`src/hw/rtl/pgfd_pkg.sv`:
```
// Shared widths, constants, codes and types of the field-difference Prewitt gradient block.
package pgfd_pkg;

    localparam int MAX_ROWS    = 1024;
    localparam int MAX_COLS    = 4096;
    localparam int SAMPLE_BITS = 16;

    // 3x3 window; also the smallest legal grid dimension
    localparam int WIN_SIZE = 3;
    localparam int WIN_CELLS = WIN_SIZE * WIN_SIZE;

    localparam int ROW_IDX_W = $clog2(MAX_ROWS);
    localparam int COL_IDX_W = $clog2(MAX_COLS);
    localparam int ROWS_W    = $clog2(MAX_ROWS + 1);
    localparam int COLS_W    = $clog2(MAX_COLS + 1);

    // z = void - solid, one bit wider than a sample
    localparam int Z_W    = SAMPLE_BITS + 1;
    // sum of three differences of z
    localparam int SUM_W  = Z_W + 3;
    // magnitude of a sum, and the quotient width after dividing by three
    localparam int MAG_W  = SUM_W - 1;
    localparam int GRAD_W = SUM_W - 2;

    // reciprocal of three, scaled by 2**SUM_W and rounded up; exact for magnitudes below 2**MAG_W
    localparam int DIV3_SHIFT = SUM_W;
    localparam logic [MAG_W-1:0] DIV3_RECIP = MAG_W'(((64'd1 << DIV3_SHIFT) + 64'd2) / 64'd3);

    // configuration port
    localparam int CFG_IDX_W  = 2;
    localparam int CFG_DATA_W = (ROWS_W > COLS_W) ? ROWS_W : COLS_W;
    localparam logic [CFG_IDX_W-1:0] CFG_GRID_ROWS = CFG_IDX_W'(0);
    localparam logic [CFG_IDX_W-1:0] CFG_GRID_COLS = CFG_IDX_W'(1);

    localparam logic [ROWS_W-1:0] ROWS_MIN   = ROWS_W'(WIN_SIZE);
    localparam logic [ROWS_W-1:0] ROWS_MAX   = ROWS_W'(MAX_ROWS);
    localparam logic [COLS_W-1:0] COLS_MIN   = COLS_W'(WIN_SIZE);
    localparam logic [COLS_W-1:0] COLS_MAX   = COLS_W'(MAX_COLS);

    // column buffer word: {z of column c-1, z of column c-2}
    localparam int COLBUF_W = 2 * Z_W;

    typedef logic signed [Z_W-1:0]   zval_t;
    typedef logic signed [SUM_W-1:0] gsum_t;

    typedef struct packed {
        logic [ROW_IDX_W-1:0] row;
        logic [COL_IDX_W-1:0] col;
        logic                 last;
    } point_meta_t;

endpackage

```
`src/hw/rtl/pgfd_div3.sv`:
```
// Signed divide by three, truncating toward zero, by reciprocal multiplication.
module pgfd_div3 (
    input  logic signed [pgfd_pkg::SUM_W-1:0]  num,
    output logic signed [pgfd_pkg::GRAD_W-1:0] quot
);
    import pgfd_pkg::*;

    logic                   neg;
    logic [MAG_W-1:0]       mag;
    logic [2*MAG_W-1:0]     prod;
    logic [GRAD_W-2:0]      q;

    always_comb
    begin
        neg  = num[SUM_W-1];
        mag  = neg ? MAG_W'(-num) : MAG_W'(num);
        prod = mag * DIV3_RECIP;
        q    = prod[DIV3_SHIFT +: (GRAD_W-1)];
        quot = neg ? -$signed({1'b0, q}) : $signed({1'b0, q});
    end

endmodule

```
`config.mk`:
```
export PLATFORM = sky130hd
export DESIGN_NAME = pgfd_div3
export DESIGN_NICKNAME = d
export VERILOG_FILES = /design/src/hw/rtl/pgfd_pkg.sv /design/src/hw/rtl/pgfd_div3.sv
export SDC_FILE = /design/constraint.sdc
export NUM_CORES = 1
export LEC_CHECK = 0
export BUFFER_PORTS_ARGS = -buffer_cell sky130_fd_sc_hd__buf_2
export CAP_MARGIN = 20
export CORE_ASPECT_RATIO = 1.75
export CORE_MARGIN = 2
export CORE_UTILIZATION = 60
export DETAILED_ROUTE_END_ITERATION = 7
export PLACE_DENSITY = 0.77
export REMOVE_ABC_BUFFERS = 1
export SYNTH_ARGS = -nofsm -noshare
export SYNTH_HDL_FRONTEND = slang
export SYNTH_SLANG_ARGS = --single-unit
```
`constraint.sdc`:
```
create_clock -name vclk -period 20.4
set_input_delay 6.12 -clock vclk [all_inputs]
set_output_delay 6.12 -clock vclk [all_outputs]
set_load 0.05 [all_outputs]
```
==> impl_metrics.csv <==
group,metric,value,unit
place,place_ws,-0.0574,ns
routing,firstDrtPassIters,4,
sta,hold_violations,0,
sta,rsz0062_at_grt,"yes",
critical_path,cpMaxStageDelayCell,"or4_1",
floorplanning,die_width,87.7,um
floorplanning,start_util,61.3,%
sta,timing.fmax,49.3,MHz
floorplanning,die_height,151,um
critical_path,worst_setup_path_end_kind,"primary output",
critical_path,startpoint_type,"input port",
floorplanning,pin_count,38,
place,dp_hpwl,17000,um
final_layout,final_common_cell,"inv_1",
sta,tightestPinTransition,0.735,ns
grt,grt_pass1_vias,6516,
final_layout,utilization,69.6,%
logic_synthesis,postSynthCellCount,854,
grt,grt_pass1_wl,30600,um
critical_path,crit_required,14.28,ns
floorplanning,die_area,13200,sq um
floorplanning,core,12000,sq um
grt,grt_use_total,30.2,%
place,gp_congestion,0.962,
final_layout,final_cell_mix,"inv_1, ha_1, fa_1",
sta,slew_violations,0,
sta,period_share,99.4,%
routing,drc,0,
final_layout,n_fill_cell,949,
final_layout,num_antenna_cells,0,
grt,grt_max_degree,14,
critical_path,arrival,14.16,ns
routing,totalWireLength,19300,um
logic_synthesis,ys_seq_area_share,0,%
place,portBuffers,38,
critical_path,path_class,"in2out",
sta,tns,0,ns
floorplanning,rows,53,
final_layout,seq_area,0,sq um
sta,fin_ws,0.115,ns
job,drv_cap,0,
critical_path,cpPeakStageDelay,0.59,ns
routing,viasPerCell,5.55,
routing,drt-wirelength-per-cell,17.5,um
final_layout,nFlopsAndLatches,0,
final_layout,layout-drive-gt1-share,15.0,%
grt,antenna_found_initial,0,
grt,overflow,0,
final_layout,area_delta_synth_final,13.5,%
logic_synthesis,synth_cell_types,62,
critical_path,crit_top_cell,"inv_1",
final_layout,fin_cells,1102,
critical_path,path_max_fanout,5,
sta,slew_headroom,50.5,%
final_layout,nets,1232,
final_layout,clkbuf_count,0,
place,place_inst,1095,
sta,period_needed,20.28,ns
logic_synthesis,yosys_warnings,0,
final_layout,multiInputGateArea,6570,sq um
logic_synthesis,syn_area,7360,sq um
worst_hold_path,min_path_type,"in2out",
routing,ant_nets,0,
routing,drt_iter0_markers,258,
outcome,status,"finished clean",
logic_synthesis,avgSynthCellArea,8.62,sq um
sta,setup_viol_count_final,0,
routing,vias,6119,
==> worst paths after layout <==
check	from	end	slack (ns)	depth (start not counted)
setup / recovery	num[0]	quot[17]	0.12	30
hold / removal	num[19]	quot[1]	12.78	4
==> cell families after synthesis <==
family                     count (synthesis)  synth area share [%]
muxes                                      1                 0.136
and+or+nand+nor                          121                  8.26
buffers and inverters                    270                  13.8
xor gates and xnor gates                  58                  6.90
adders and majority gates                273                  57.8
AOI/OAI and AO/OA                        131                  13.1
==> Yosys cell counts, drive strengths merged, types with 4 or more instances <==
cell | number | area (sq um)
or3 | 7 | 48.8
and2 | 4 | 25.0
fa | 112 | 2240
nand4 | 7 | 50.1
o21a | 6 | 45.0
nor4 | 4 | 31.3
nand3 | 9 | 45.0
or2 | 5 | 31.3
a21oi | 31 | 178
a31o | 4 | 35.0
nor2 | 24 | 90.1
xor2 | 15 | 131
o211ai | 5 | 37.5
a21o | 16 | 120
nor3 | 7 | 35.0
o21ai | 22 | 114
inv | 261 | 980
nand2 | 40 | 150
o21bai | 6 | 45.0
clkbuf | 8 | 30.0
or4 | 6 | 45.0
o41ai | 4 | 42.6
xnor2 | 43 | 377
ha | 161 | 2010
==> layer usage <==
layer	global-route usage, %	wire length (um)	share of wire [%]	up-vias
li1	-	-	-	2911
met1	31.7	6440	33	2976
met2	56.1	10700	56	151
met3	2.74	589	3.0	81
met4	18.8	1570	8.1	0
met5	0	0	0	-
==> critical path, delay by kind of cell <==
| kind | cells | cell delay [ns] |
|---|---|---|
| and+or+nand+nor | 8 | 2.67 |
| buffers and inverters | 7 | 0.65 |
| adders and majority gates | 7 | 2.91 |
| AOI/OAI and AO/OA | 7 | 1.62 |
| xor gates and xnor gates | 1 | 0.20 |
==> through the flow <==
stage | hold WS (ns) | area, sq um
finish | 12.78 | 8360
global route | 12.82 | 8360
CTS | 12.79 | 8110
detailed placement | 12.79 | 8080
global placement | 12.79 | 8080
floorplan | 12.50 | 7330
==> timing repair <==
action | 4_1_cts | 5_1_grt
gates cloned | 0 | 0
pin swaps | 5 | 18
endpoints found under the hold margin | 0 | 0
setup endpoints to repair | 3 | 12
gates resized for setup | 5 | 45
hold buffers | 0 | 0
setup buffers | 1 | 6
==> area by class of cell <==
| class | count | area share (%) |
|---|---|---|
| Multi-Input combinational cell | 584 | 78.6 |
| Inverter | 261 | 11.7 |
| Timing Repair Buffer | 92 | 7.22 |
| Tap cell | 165 | 2.47 |
Power is not shown: default switching activity piles up to over one toggle a cycle in this logic, so the estimate is an artifact.
