File: src/hw/rtl/pgfd_ram.sv
// Generic single-write, single-read RAM with registered read data.
module pgfd_ram #(
    parameter int WIDTH  = 8,
    parameter int DEPTH  = 16,
    parameter int ADDR_W = $clog2(DEPTH)
) (
    input  logic              clk,
    input  logic              wr_en,
    input  logic [ADDR_W-1:0] wr_addr,
    input  logic [WIDTH-1:0]  wr_data,
    input  logic              rd_en,
    input  logic [ADDR_W-1:0] rd_addr,
    output logic [WIDTH-1:0]  rd_data
);

    logic [WIDTH-1:0] mem_reg [DEPTH];
    logic [WIDTH-1:0] rd_data_reg;

    always_ff @(posedge clk)
    begin
        if (wr_en)
        begin
            mem_reg[wr_addr] <= wr_data;
        end
        if (rd_en)
        begin
            rd_data_reg <= mem_reg[rd_addr];
        end
    end

    assign rd_data = rd_data_reg;

endmodule

File: config.mk
export PLATFORM = sky130hd
export DESIGN_NAME = pgfd_ram
export DESIGN_NICKNAME = d
export VERILOG_FILES = /design/src/hw/rtl/pgfd_ram.sv
export SDC_FILE = /design/constraint.sdc
export NUM_CORES = 1
export LEC_CHECK = 0
export ABC_AREA = 0
export BUFFER_PORTS_ARGS = -buffer_cell sky130_fd_sc_hd__buf_4
export CAP_MARGIN = 15
export CORE_MARGIN = 4
export CORE_UTILIZATION = 40
export CTS_CLUSTER_SIZE = 12
export DETAILED_ROUTE_END_ITERATION = 8
export PLACE_DENSITY = 0.65
export REMOVE_ABC_BUFFERS = 1
export SYNTH_ARGS = -nofsm -noshare
export SYNTH_HDL_FRONTEND = slang
export SYNTH_SLANG_ARGS = --single-unit
File: constraint.sdc
create_clock -name clk -period 1.6 [get_ports clk]
set_clock_uncertainty 0.2 [all_clocks]
set_input_delay 0 -clock clk [delete_from_list [all_inputs] [get_ports clk]]
set_output_delay 0 -clock clk [all_outputs]
set_load 0.02 [all_outputs]
==> key figures, run 1 <==
Floorplan
  • Core Footprint: 12,720 µm²
  • Die area: 14,960 µm²
  • Num rows: 41
  • Initial Utilization: 41.09%
  • Die X: 122.3 µm
  • Io pins: 27
  • Die Ht: 122.3 µm

Placement
  • PortBufs: 26
  • Dpl ws: -0.1402 ns
  • Placer Congestion: 0.7433
  • Post-DP HPWL: 6906 µm
  • Cells after DPL: 445
  • Cell Area, Placed: 5824 µm²

Worst setup path
  • CP Launch Type: register
  • Critical path required time: 1.56 ns
  • Setup slack, reg-to-reg: -0.06 ns
  • Critical path capture point type: register
  • CP startpoint: mem_reg[3][0]$_DFFE_PP_
  • Max incr delay on CP: 0.50 ns
  • CP max FO: 1
  • Worst EP arrival: 1.62 ns
  • Worst path cell trace: mux4_2, a22oi_2, buf_4, nand2_2
  • R2r startpoint: mem_reg[3][0]$_DFFE_PP_
  • Critical path type: register to register
  • CP max-delay cell: mux4_2
  • Bufs and invs on worst path: 1
  • Critical path's top delay family: multiplexers

Yosys
  • Synth warn: 0
  • Synth top area cells: edfxtp_1 (78%), mux4_2 (7.8%), mux4_1 (7.0%)
  • Mapped Area: 5228 µm²
  • Seq/Total Area, Yosys: 78.12%
  • FF+latch count, synth: 136
  • Syn Inst Count: 229
  • Area leader, netlist: edfxtp_1
  • Unique masters post-synth: 18
  • Syn avg cell area: 22.83 µm²
  • Post-synth top area share: 78.12%

STA
  • Count of final hold-check violations: 0
  • Setup_tns: -0.07056 ns
  • Min Tclk post-route: 1.657 ns
  • Slew @ Worst Pin: 0.8991 ns
  • Slew headroom: 39.84%
  • Slew Limit Fails: 0
  • Final Setup Violations: 3
  • Unrepaired setup endpoints after global routing: true
  • Final WS setup: -0.05687 ns
  • Highest Clock Rate: 0.6036 GHz
  • Fin crit share: 103.6%

Drt
  • Detailed-router iteration count before antenna repair: 4
  • Antenna Violating Nets Remaining: 0
  • Via count: 2,522
  • Via density: 5.136
  • M1 WL: 4452 µm
  • Max layer used: met4
  • Met3 Wirelength: 795 µm
  • Detailed Route Iter0 Violations: 216
  • Met2 wire length: 5102 µm
  • Drt wl/cell: 21.34 µm
  • WL final: 10,480 µm
  • # DRC: 0

Outcome
  • Failing checks: setup timing
  • Outcome: finished with violations

Flow run
  • Max cap viols: 0

Power and ir drop
  • Lkg Pwr: 0.002177 µW
  • Worst vdd ir: 0.8160 mV
  • Pwr dens: 1253 nW/µm²
  • Final Total Pwr: 8151 µW

Clock tree
  • Htree depth: 4
  • Worst-path clk slew: 0.05 ns
  • Worst skew pair latency: 0.41 ns
  • Clock buffer count from CTS: 17
  • CTS Sinks: 136
  • CTS max path bufs: 2
  • CTS tree: built
  • Post CTS Setup Buffer Count: 0
  • Root Buffer: clkbuf_16

Global route
  • Vias in the first global route: 2,723
  • Largest net degree at the start of global routing: 18
  • Total gr overflow: 0
  • Initial antenna violation count: 0
  • GRT Util Overall: 15.37%
  • First-pass GRT wire length: 16,350 µm

Worst hold path
  • HP Class: input port to register
  • Hold_sp: wr_addr[3]

Finish
  • Layout net count: 325
  • Design area: 6505 µm²
  • Layout area overhead: 24.44%
  • Most frequent cells in the layout: edfxtp_1 (136), buf_4 (49), mux4_2 (30)
  • ANT cells: 0
  • Non-filler cells, final: 491
  • Commonest non-fill, non-tap cell in the layout: edfxtp_1
  • Layout cells sized above 1: 36.99%
  • Largest register FFs: 128
[worst paths after layout]
check	end	depth (start not counted)
max reg2reg	rd_data[0]$_DFFE_PP_	4
min	mem_reg[3][6]$_DFFE_PP_	4
min reg2reg	rd_data[0]$_DFFE_PP_	3
max	rd_data[0]$_DFFE_PP_	4
[synthesized netlist by cell type]
cell,count
nand3b_1,2
and2_1,1
mux4_2,18
or3b_2,1
nor2_1,13
nor2b_1,1
nand3_1,1
mux4_1,14
nor3_1,4
edfxtp_1,136
buf_4,1
nand2_1,9
buf_2,3
a22oi_1,16
nand2b_1,2
clkdlybuf4s25_2,3
buf_6,3
and2b_1,1
[final cells by class]
class / count / area (µm²)
repair buffers: 68 / 608.1
clock inverters: 10 / 103.9
fillers: 1069 / 6217
clock buffers: 22 / 444.2
flip-flops and latches: 136 / 4084
well taps: 172 / 215.2
multi-input cells: 83 / 1050
[cells by family (layout without fill, tap and decap cells)]
logic type,count (synthesis),in the layout,share of synthesized area (%)
DFF,136,136,78.12
and+or+nand+nor,35,35,3.136
muxes,32,32,14.79
AOI/OAI and AO/OA,16,16,2.298
buffers and inverters,10,100,1.651
[metrics by stage]
step / hold slack [ns] / utilization (%)
detailed placement: 0.1027 / 45.78
global placement: 0.1110 / 45.78
global route: 0.04657 / 51.13
finish: 0.02570 / 51.13
floorplan: -0.1011 / -
CTS: 0.02406 / 51.16
[routing by layer]
| layer | up-vias | global-route usage (%) |
|---|---|---|
| li1 | 1121 | - |
| met1 | 1283 | 21.25 |
| met2 | 106 | 23.87 |
| met3 | 12 | 3.825 |
| met4 | 0 | 5.598 |
| met5 | - | 0 |
[tightest hold or removal path, stage by stage]
cell	delay, ns
buf_4	0.09
or3b_2	0.14
nor2_1	0.05
buf_4	0.17
[power by group]
group          switching (µW)  total [µW]  internal (µW)  leakage, µW
registers                22.1        4040           4020      0.00124
logic                     251         485            234     0.000674
clock network            1360        3630           2270     0.000267
total                    1630        8150           6520      0.00218
[repair_timing]
action,4_1_cts,5_1_grt
cloned,0,0
gates resized for setup,12,8
hold endpoints to repair,171,0
endpoints found under the setup margin,8,8
hold buffers,14,0
pin swaps,6,7
Note: power is estimated with default switching activity, not from simulation.
==> inputs of run 2 (changes only) <==
--- a/config.mk
+++ b/config.mk
@@ -10,10 +10,10 @@
 export CAP_MARGIN = 15
 export CORE_MARGIN = 4
 export CORE_UTILIZATION = 40
+export CTS_CLUSTER_DIAMETER = 80
 export CTS_CLUSTER_SIZE = 12
 export DETAILED_ROUTE_END_ITERATION = 8
 export PLACE_DENSITY = 0.65
-export REMOVE_ABC_BUFFERS = 1
 export SYNTH_ARGS = -nofsm -noshare
 export SYNTH_HDL_FRONTEND = slang
 export SYNTH_SLANG_ARGS = --single-unit
==> run 2 against run 1 <==
  * The flow still finishes with violations (setup timing)
  * Flip-flop and latch count stayed put
  * Cell area is 0.50% higher
  * Critical endpoint is now rd_data[5]$_DFFE_PP_
  * First-iteration DRC count is 6.0% lower
  * Core utilization is 0.26 points higher
  * Critical path type unchanged
==> key figures, run 2 (same netlist as run 1, synthesis figures left out) <==
Outcome
  • Outcome: finished with violations (unchanged)
  • Failing checks: setup timing (unchanged)

Finish
  • Layout net count: 319 (was 325)
  • Largest register FFs: 128 (unchanged)
  • Commonest non-fill, non-tap cell in the layout: edfxtp_1 (unchanged)
  • Most frequent cells in the layout: edfxtp_1 (136), buf_4 (46), mux4_2 (27) (was edfxtp_1 (136), buf_4 (49), mux4_2 (30))
  • Layout fillers: 1,029 (was 1,069)
  • Layout area overhead: 25.06% (was 24.44%)
  • Layout cells sized above 1: 38.02% (was 36.99%)
  • Design area: 6538 µm² (was 6505 µm²)
  • ANT cells: 0 (unchanged)

Clock tree
  • Post CTS Setup Buffer Count: 0 (unchanged)
  • Clock buffer count from CTS: 17 (unchanged)
  • Worst skew pair latency: 0.41 ns (about the same)
  • CTS Sinks: 136 (unchanged)
  • Htree depth: 4 (unchanged)
  • Root Buffer: clkbuf_16 (unchanged)
  • Worst-path clk slew: 0.06 ns (was 0.05 ns)
  • CTS max path bufs: 2 (unchanged)
  • CTS tree: built (unchanged)

Drt
  • Antenna Violating Nets Remaining: 0 (unchanged)
  • # DRC: 0 (unchanged)
  • WL final: 10,060 µm (was 10,480 µm)
  • Drt wl/cell: 20.74 µm (was 21.34 µm)
  • Via count: 2,521 (was 2,522)
  • Detailed-router iteration count before antenna repair: 4 (unchanged)
  • Via density: 5.198 (was 5.136)
  • Detailed Route Iter0 Violations: 203 (was 216)

STA
  • Unrepaired setup endpoints after global routing: true (unchanged)
  • Count of final hold-check violations: 0 (unchanged)
  • Final Setup Violations: 4 (was 3)
  • Min Tclk post-route: 1.627 ns (was 1.657 ns)
  • Slew headroom: 33.66% (was 39.84%)
  • Slew Limit Fails: 0 (unchanged)
  • Final WS setup: -0.02686 ns (was -0.05687 ns)
  • Slew @ Worst Pin: 0.9915 ns (was 0.8991 ns)
  • Fin crit share: 101.7% (was 103.6%)
  • Highest Clock Rate: 0.6147 GHz (was 0.6036 GHz)

Global route
  • Vias in the first global route: 2,598 (was 2,723)
  • Largest net degree at the start of global routing: 17 (was 18)
  • Met1 GRT Util: 20.48% (was 21.25%)
  • Initial antenna violation count: 0 (unchanged)
  • Total gr overflow: 0 (unchanged)
  • GRT Util Overall: 14.92% (was 15.37%)
  • Layer carrying the most global-route usage: met2 (unchanged)
  • Grt met2 use: 23.05% (was 23.87%)
  • First-pass GRT wire length: 15,910 µm (was 16,350 µm)
  • M3 GR Usage: 4.378% (was 3.825%)

Worst setup path
  • CP max FO: 1 (unchanged)
  • Worst EP arrival: 1.58 ns (was 1.62 ns)
  • CP max-delay cell: mux4_2 (unchanged)
  • Critical path type: register to register (unchanged)
  • Critical path capture point type: register (unchanged)
  • Worst path cell trace: mux4_2, a22oi_2, nand2_1 (was mux4_2, a22oi_2, buf_4, nand2_2)
  • Max incr delay on CP: 0.53 ns (was 0.50 ns)
  • CP Launch Type: register (unchanged)
  • Critical path required time: 1.55 ns (was 1.56 ns)

Floorplan
  • Initial Utilization: 41.09% (unchanged)
  • Die area: 14,960 µm² (unchanged)
  • Die Ht: 122.3 µm (unchanged)
  • Io pins: 27 (unchanged)
  • Die X: 122.3 µm (unchanged)
  • Num rows: 41 (unchanged)
  • Core Footprint: 12,720 µm² (unchanged)

Power and ir drop
  • Lkg Pwr: 0.002187 µW (was 0.002177 µW)
  • Switch share: 19.38% (was 20.00%)
  • Pwr dens: 1296 nW/µm² (was 1253 nW/µm²)
  • Sequential power share: 47.7% (was 49.5%)
  • Sw Pwr: 1641 µW (was 1630 µW)
  • Worst vdd ir: 0.8530 mV (was 0.8160 mV)
  • P_int: 6828 µW (was 6521 µW)
  • Comb pwr share: 5.6% (was 6.0%)
  • Clock power frac: 46.7% (was 44.5%)

Placement
  • Post-DP HPWL: 6426 µm (was 6906 µm)
  • PortBufs: 26 (unchanged)
  • Dpl ws: -0.1089 ns (was -0.1402 ns)
  • Cell Area, Placed: 5787 µm² (was 5824 µm²)
  • Placer Congestion: 0.7208 (was 0.7433)

Worst hold path
  • HP Class: input port to register (unchanged)

Flow run
  • Max cap viols: 0 (unchanged)

Yosys
  • Net count after synthesis: 248
run 2: cell types whose count changed in the layout (fill, tap and decap cells not counted), sizes merged:
| cell | delta |
|---|---|
| inv | +1 |
| buf | -4 |
| dlygate4sd3 | -2 |
| bufinv | +2 |
| clkinvlp | +1 |
| clkbuf | -4 |
run 2: path summary, 6_finish.rpt:
path                                 start                 endpoint  slack [ns]  cells past startpoint
hold reg to reg   mem_reg[12][5]$_DFFE_PP_     rd_data[5]$_DFFE_PP_        0.56                      3
hold / removal                  wr_addr[3]  mem_reg[0][1]$_DFFE_PP_        0.03                      4
setup reg to reg   mem_reg[7][5]$_DFFE_PP_     rd_data[5]$_DFFE_PP_       -0.03                      3
setup / recovery   mem_reg[7][5]$_DFFE_PP_     rd_data[5]$_DFFE_PP_       -0.03                      3
run 2: routing by layer:
layer  wire (µm)  vias to the layer above
li1            -                     1115
met1        4449                     1334
met2        5016                       68
met3         514                        4
met4          76                        0
met5           0                        -
run 2: final cells by class:
cell class / instances / area [µm²] / share of cell area, %
clock buffer: 18 / 429.2 / 6.565
clock inverter: 14 / 180.2 / 2.756
multi-input combinational: 83 / 1084 / 16.57
sequential: 136 / 4084 / 62.47
tap: 172 / 215.2 / 3.292
timing repair buffer: 62 / 545.5 / 8.344
run 2: timing repair:
action                                 CTS  global route
hold buffers                            12             0
pin swaps                                3             5
gates resized for setup                 11             9
endpoints found under the hold margin  170             0
setup endpoints to repair                7             8
run 2: critical path: cells and delay by family (launching register included):
kind / cells / cell delay (ns)
DFF: 1 / 0.36
muxes: 1 / 0.53
and+or+nand+nor: 1 / 0.07
AOI/OAI and AO/OA: 1 / 0.20
run 2: power groups by stage:
| stage | sequential, µW | combinational [µW] | clock, µW |
|---|---|---|---|
| final | 4040 | 475 | 3960 |
| after global routing | 4040 | 515 | 4210 |
| after floorplan | 4130 | 203 | 0 |
| after CTS | 4040 | 472 | 4000 |
| after detailed placement | 4110 | 431 | 0 |
| after global placement | 4110 | 424 | 0 |
run 2: metrics by stage:
| step | power, µW | utilization [%] | std cells | setup TNS (ns) | hold WS [ns] |
|---|---|---|---|---|---|
| 2_1_floorplan | 4329 | - | 229 | 0 | -0.1011 |
| 3_3_place_gp | 4531 | 45.49 | 441 | -0.5480 | 0.1097 |
| 3_5_place_dp | 4542 | 45.49 | 441 | -0.5568 | 0.1195 |
| 4_1_cts | 8512 | 51.31 | 485 | -0.08057 | 0.01542 |
| 5_1_grt | 8770 | 51.39 | 485 | -0.2872 | 0.03986 |
| 6_report | 8470 | 51.39 | 485 | -0.05842 | 0.02626 |
==> inputs of run 3 (changes only) <==
--- a/config.mk
+++ b/config.mk
@@ -6,7 +6,7 @@
 export NUM_CORES = 1
 export LEC_CHECK = 0
 export ABC_AREA = 0
-export BUFFER_PORTS_ARGS = -buffer_cell sky130_fd_sc_hd__buf_4
+export BUFFER_PORTS_ARGS = -buffer_cell sky130_fd_sc_hd__buf_2
 export CAP_MARGIN = 15
 export CORE_MARGIN = 4
 export CORE_UTILIZATION = 40
==> run 3 against run 2 <==
  * The run still ends with setup timing left
  * Worst setup slack gained 0.014 ns
  * Core utilization shrank 1.2 points
  * Cell area decreased by 2.3%
  * Sequential share of layout area increased by 1.5 points
  * Cell count stayed put
  * Global-route usage shrank 0.44 points
  * Sequential power hardly changed
  * Fmax up 0.88%
  * Largest power group unchanged
==> key figures, run 3 (same netlist as run 1, synthesis figures left out) <==
Clock tree
  • CTS tree: built (unchanged)
  • Clock buffer count from CTS: 17 (unchanged)
  • Worst skew pair latency: 0.40 ns (was 0.41 ns)
  • Htree depth: 4 (unchanged)
  • Worst-path clk slew: 0.06 ns (about the same)
  • CTS Sinks: 136 (unchanged)
  • CTS max path bufs: 2 (unchanged)
  • Root Buffer: clkbuf_16 (unchanged)

Floorplan
  • Initial Utilization: 41.09% (unchanged)
  • Die Ht: 122.3 µm (unchanged)
  • Die area: 14,960 µm² (unchanged)
  • Core Footprint: 12,720 µm² (unchanged)
  • Io pins: 27 (unchanged)
  • Die X: 122.3 µm (unchanged)
  • Num rows: 41 (unchanged)

Outcome
  • Failing checks: setup timing (unchanged)
  • Outcome: finished with violations (unchanged)

Worst hold path
  • HP Class: input port to register (unchanged)
  • Hold Path Sink: mem_reg[0][1]$_DFFE_PP_ (unchanged)
  • Hold_sp: wr_addr[3] (unchanged)
  • Hold Crit Depth: 4 (unchanged)

Global route
  • Largest net degree at the start of global routing: 17 (unchanged)
  • Layer carrying the most global-route usage: met2 (unchanged)
  • Total gr overflow: 0 (unchanged)
  • First-pass GRT wire length: 15,510 µm (was 15,910 µm)
  • Initial antenna violation count: 0 (unchanged)
  • Met1 GRT Util: 18.75% (was 20.48%)
  • Grt met2 use: 23.50% (was 23.05%)
  • M3 GR Usage: 3.963% (was 4.378%)
  • GRT Util Overall: 14.48% (was 14.92%)
  • Vias in the first global route: 2,612 (was 2,598)

STA
  • Final WS setup: -0.01271 ns (was -0.02686 ns)
  • Unrepaired setup endpoints after global routing: true (unchanged)
  • Count of final hold-check violations: 0 (unchanged)
  • Highest Clock Rate: 0.6201 GHz (was 0.6147 GHz)
  • Slew @ Worst Pin: 0.9028 ns (was 0.9915 ns)
  • Min Tclk post-route: 1.613 ns (was 1.627 ns)
  • Final Setup Violations: 3 (was 4)
  • Slew Limit Fails: 0 (unchanged)
  • Fin crit share: 100.8% (was 101.7%)
  • Slew headroom: 39.59% (was 33.66%)

Power and ir drop
  • Lkg Pwr: 0.002111 µW (was 0.002187 µW)
  • Sw Pwr: 1643 µW (was 1641 µW)
  • Pwr dens: 1248 nW/µm² (was 1296 nW/µm²)
  • Clock power frac: 43.7% (was 46.7%)
  • Final Total Pwr: 7970 µW (was 8470 µW)
  • Switch share: 20.61% (was 19.38%)
  • Sequential power share: 50.6% (was 47.7%)
  • Comb pwr share: 5.6% (about the same)
  • P_int: 6327 µW (was 6828 µW)
  • Worst vdd ir: 0.7385 mV (was 0.8530 mV)

Drt
  • # DRC: 0 (unchanged)
  • WL final: 10,000 µm (was 10,060 µm)
  • Detailed Route Iter0 Violations: 254 (was 203)
  • Via count: 2,509 (was 2,521)
  • Detailed-router iteration count before antenna repair: 5 (was 4)
  • Via density: 5.173 (was 5.198)
  • Drt wl/cell: 20.63 µm (was 20.74 µm)
  • Antenna Violating Nets Remaining: 0 (unchanged)

Worst setup path
  • CP Launch Type: register (unchanged)
  • CP max FO: 1 (unchanged)
  • Critical path capture point type: register (unchanged)
  • Worst EP arrival: 1.56 ns (was 1.58 ns)
  • Critical path type: register to register (unchanged)
  • Worst r2r path cells: 3 (unchanged)
  • Reg2reg end: rd_data[6]$_DFFE_PP_ (was rd_data[5]$_DFFE_PP_)
  • R2r startpoint: mem_reg[3][6]$_DFFE_PP_ (was mem_reg[7][5]$_DFFE_PP_)
  • Critical path required time: 1.55 ns (about the same)
  • Setup slack, reg-to-reg: -0.01 ns (was -0.03 ns)

Placement
  • Post-DP HPWL: 6271 µm (was 6426 µm)
  • Placer Congestion: 0.7215 (was 0.7208)
  • PortBufs: 26 (unchanged)
  • Cell Area, Placed: 5729 µm² (was 5787 µm²)

Flow run
  • Max cap viols: 0 (unchanged)

Finish
  • Layout fillers: 1,050 (was 1,029)
  • Layout cells sized above 1: 39.62% (was 38.02%)
  • ANT cells: 0 (unchanged)
  • Multi-input gate area: 1069 µm² (was 1084 µm²)
  • Largest register FFs: 128 (unchanged)
  • Design area: 6385 µm² (was 6538 µm²)
  • Layout net count: 319 (unchanged)
  • Register Area: 4084 µm² (unchanged)
  • Commonest non-fill, non-tap cell in the layout: edfxtp_1 (unchanged)
  • Layout area overhead: 22.14% (was 25.06%)
  • Most frequent cells in the layout: edfxtp_1 (136), mux4_2 (31), buf_2 (26) (was edfxtp_1 (136), buf_4 (46), mux4_2 (27))

Yosys
  • Net count after synthesis: 248 (unchanged)
run 3: cell types whose count changed in the layout (fill, tap and decap cells not counted), sizes merged:
| cell | change |
|---|---|
| clkinv | +2 |
| dlygate4sd3 | -1 |
| clkinvlp | +2 |
| inv | -1 |
| buf | +1 |
| bufinv | -3 |
run 3: worst max-delay path, stage by stage (launching register included):
cell and delay (ns):
edfxtp_1 0.35, mux4_2 0.49, a22oi_2 0.22, nand2_1 0.09
run 3: worst max-delay path by stage:
stage / startpoint / end / slack (ns) / cells after the start
floorplan: mem_reg[1][0]$_DFFE_PP_ / rd_data[0]$_DFFE_PP_ / 0.09 / 3
global placement: rd_addr[0] / rd_data[3]$_DFFE_PP_ / -0.17 / 5
detailed placement: rd_addr[0] / rd_data[3]$_DFFE_PP_ / -0.17 / 5
CTS: mem_reg[1][3]$_DFFE_PP_ / rd_data[3]$_DFFE_PP_ / -0.02 / 3
global route: mem_reg[2][3]$_DFFE_PP_ / rd_data[3]$_DFFE_PP_ / -0.06 / 3
finish: mem_reg[3][6]$_DFFE_PP_ / rd_data[6]$_DFFE_PP_ / -0.01 / 3
run 3: power groups by stage:
| stage | Clock, µW | Sequential (µW) | Combinational (µW) |
|---|---|---|---|
| floorplan | 0 | 4130 | 203 |
| global placement | 0 | 4100 | 395 |
| detailed placement | 0 | 4110 | 403 |
| CTS | 3540 | 4040 | 447 |
| global route | 3730 | 4040 | 485 |
| finish | 3490 | 4040 | 448 |
run 3: timing repair:
action,CTS,global route
resized for setup,18,6
endpoints found under the setup margin,8,8
hold endpoints to repair,168,0
hold buffers,11,0
pin swaps,6,8
setup buffers,0,0
run 3: area by class of cell:
cell class | count | area share [%]
clock buffer | 18 | 6.722
clock inverter | 14 | 1.724
multi-input combinational | 83 | 16.74
sequential | 136 | 63.96
tap | 172 | 3.371
timing repair buffer | 62 | 7.486
run 3: through the flow:
stage / TNS, ns / cells / util (%) / setup WS (ns) / hold slack, ns
after global routing: -0.3403 / 485 / 50.19 / -0.06313 / 0.05833
after floorplan: 0 / 229 / - / 0.08857 / -0.1011
after CTS: -0.02409 / 485 / 50.09 / -0.01794 / 0.03070
final: -0.02746 / 485 / 50.19 / -0.01271 / 0.05040
after detailed placement: -0.9088 / 442 / 45.03 / -0.1712 / 0.1665
after global placement: -0.8346 / 442 / 45.03 / -0.1691 / 0.1663
run 3: layer usage:
layer	share of wire, %	vias to the layer above
met1	44	1324
met2	51	68
met3	3.6	7
met5	0	-
li1	-	1110
met4	0.85	0
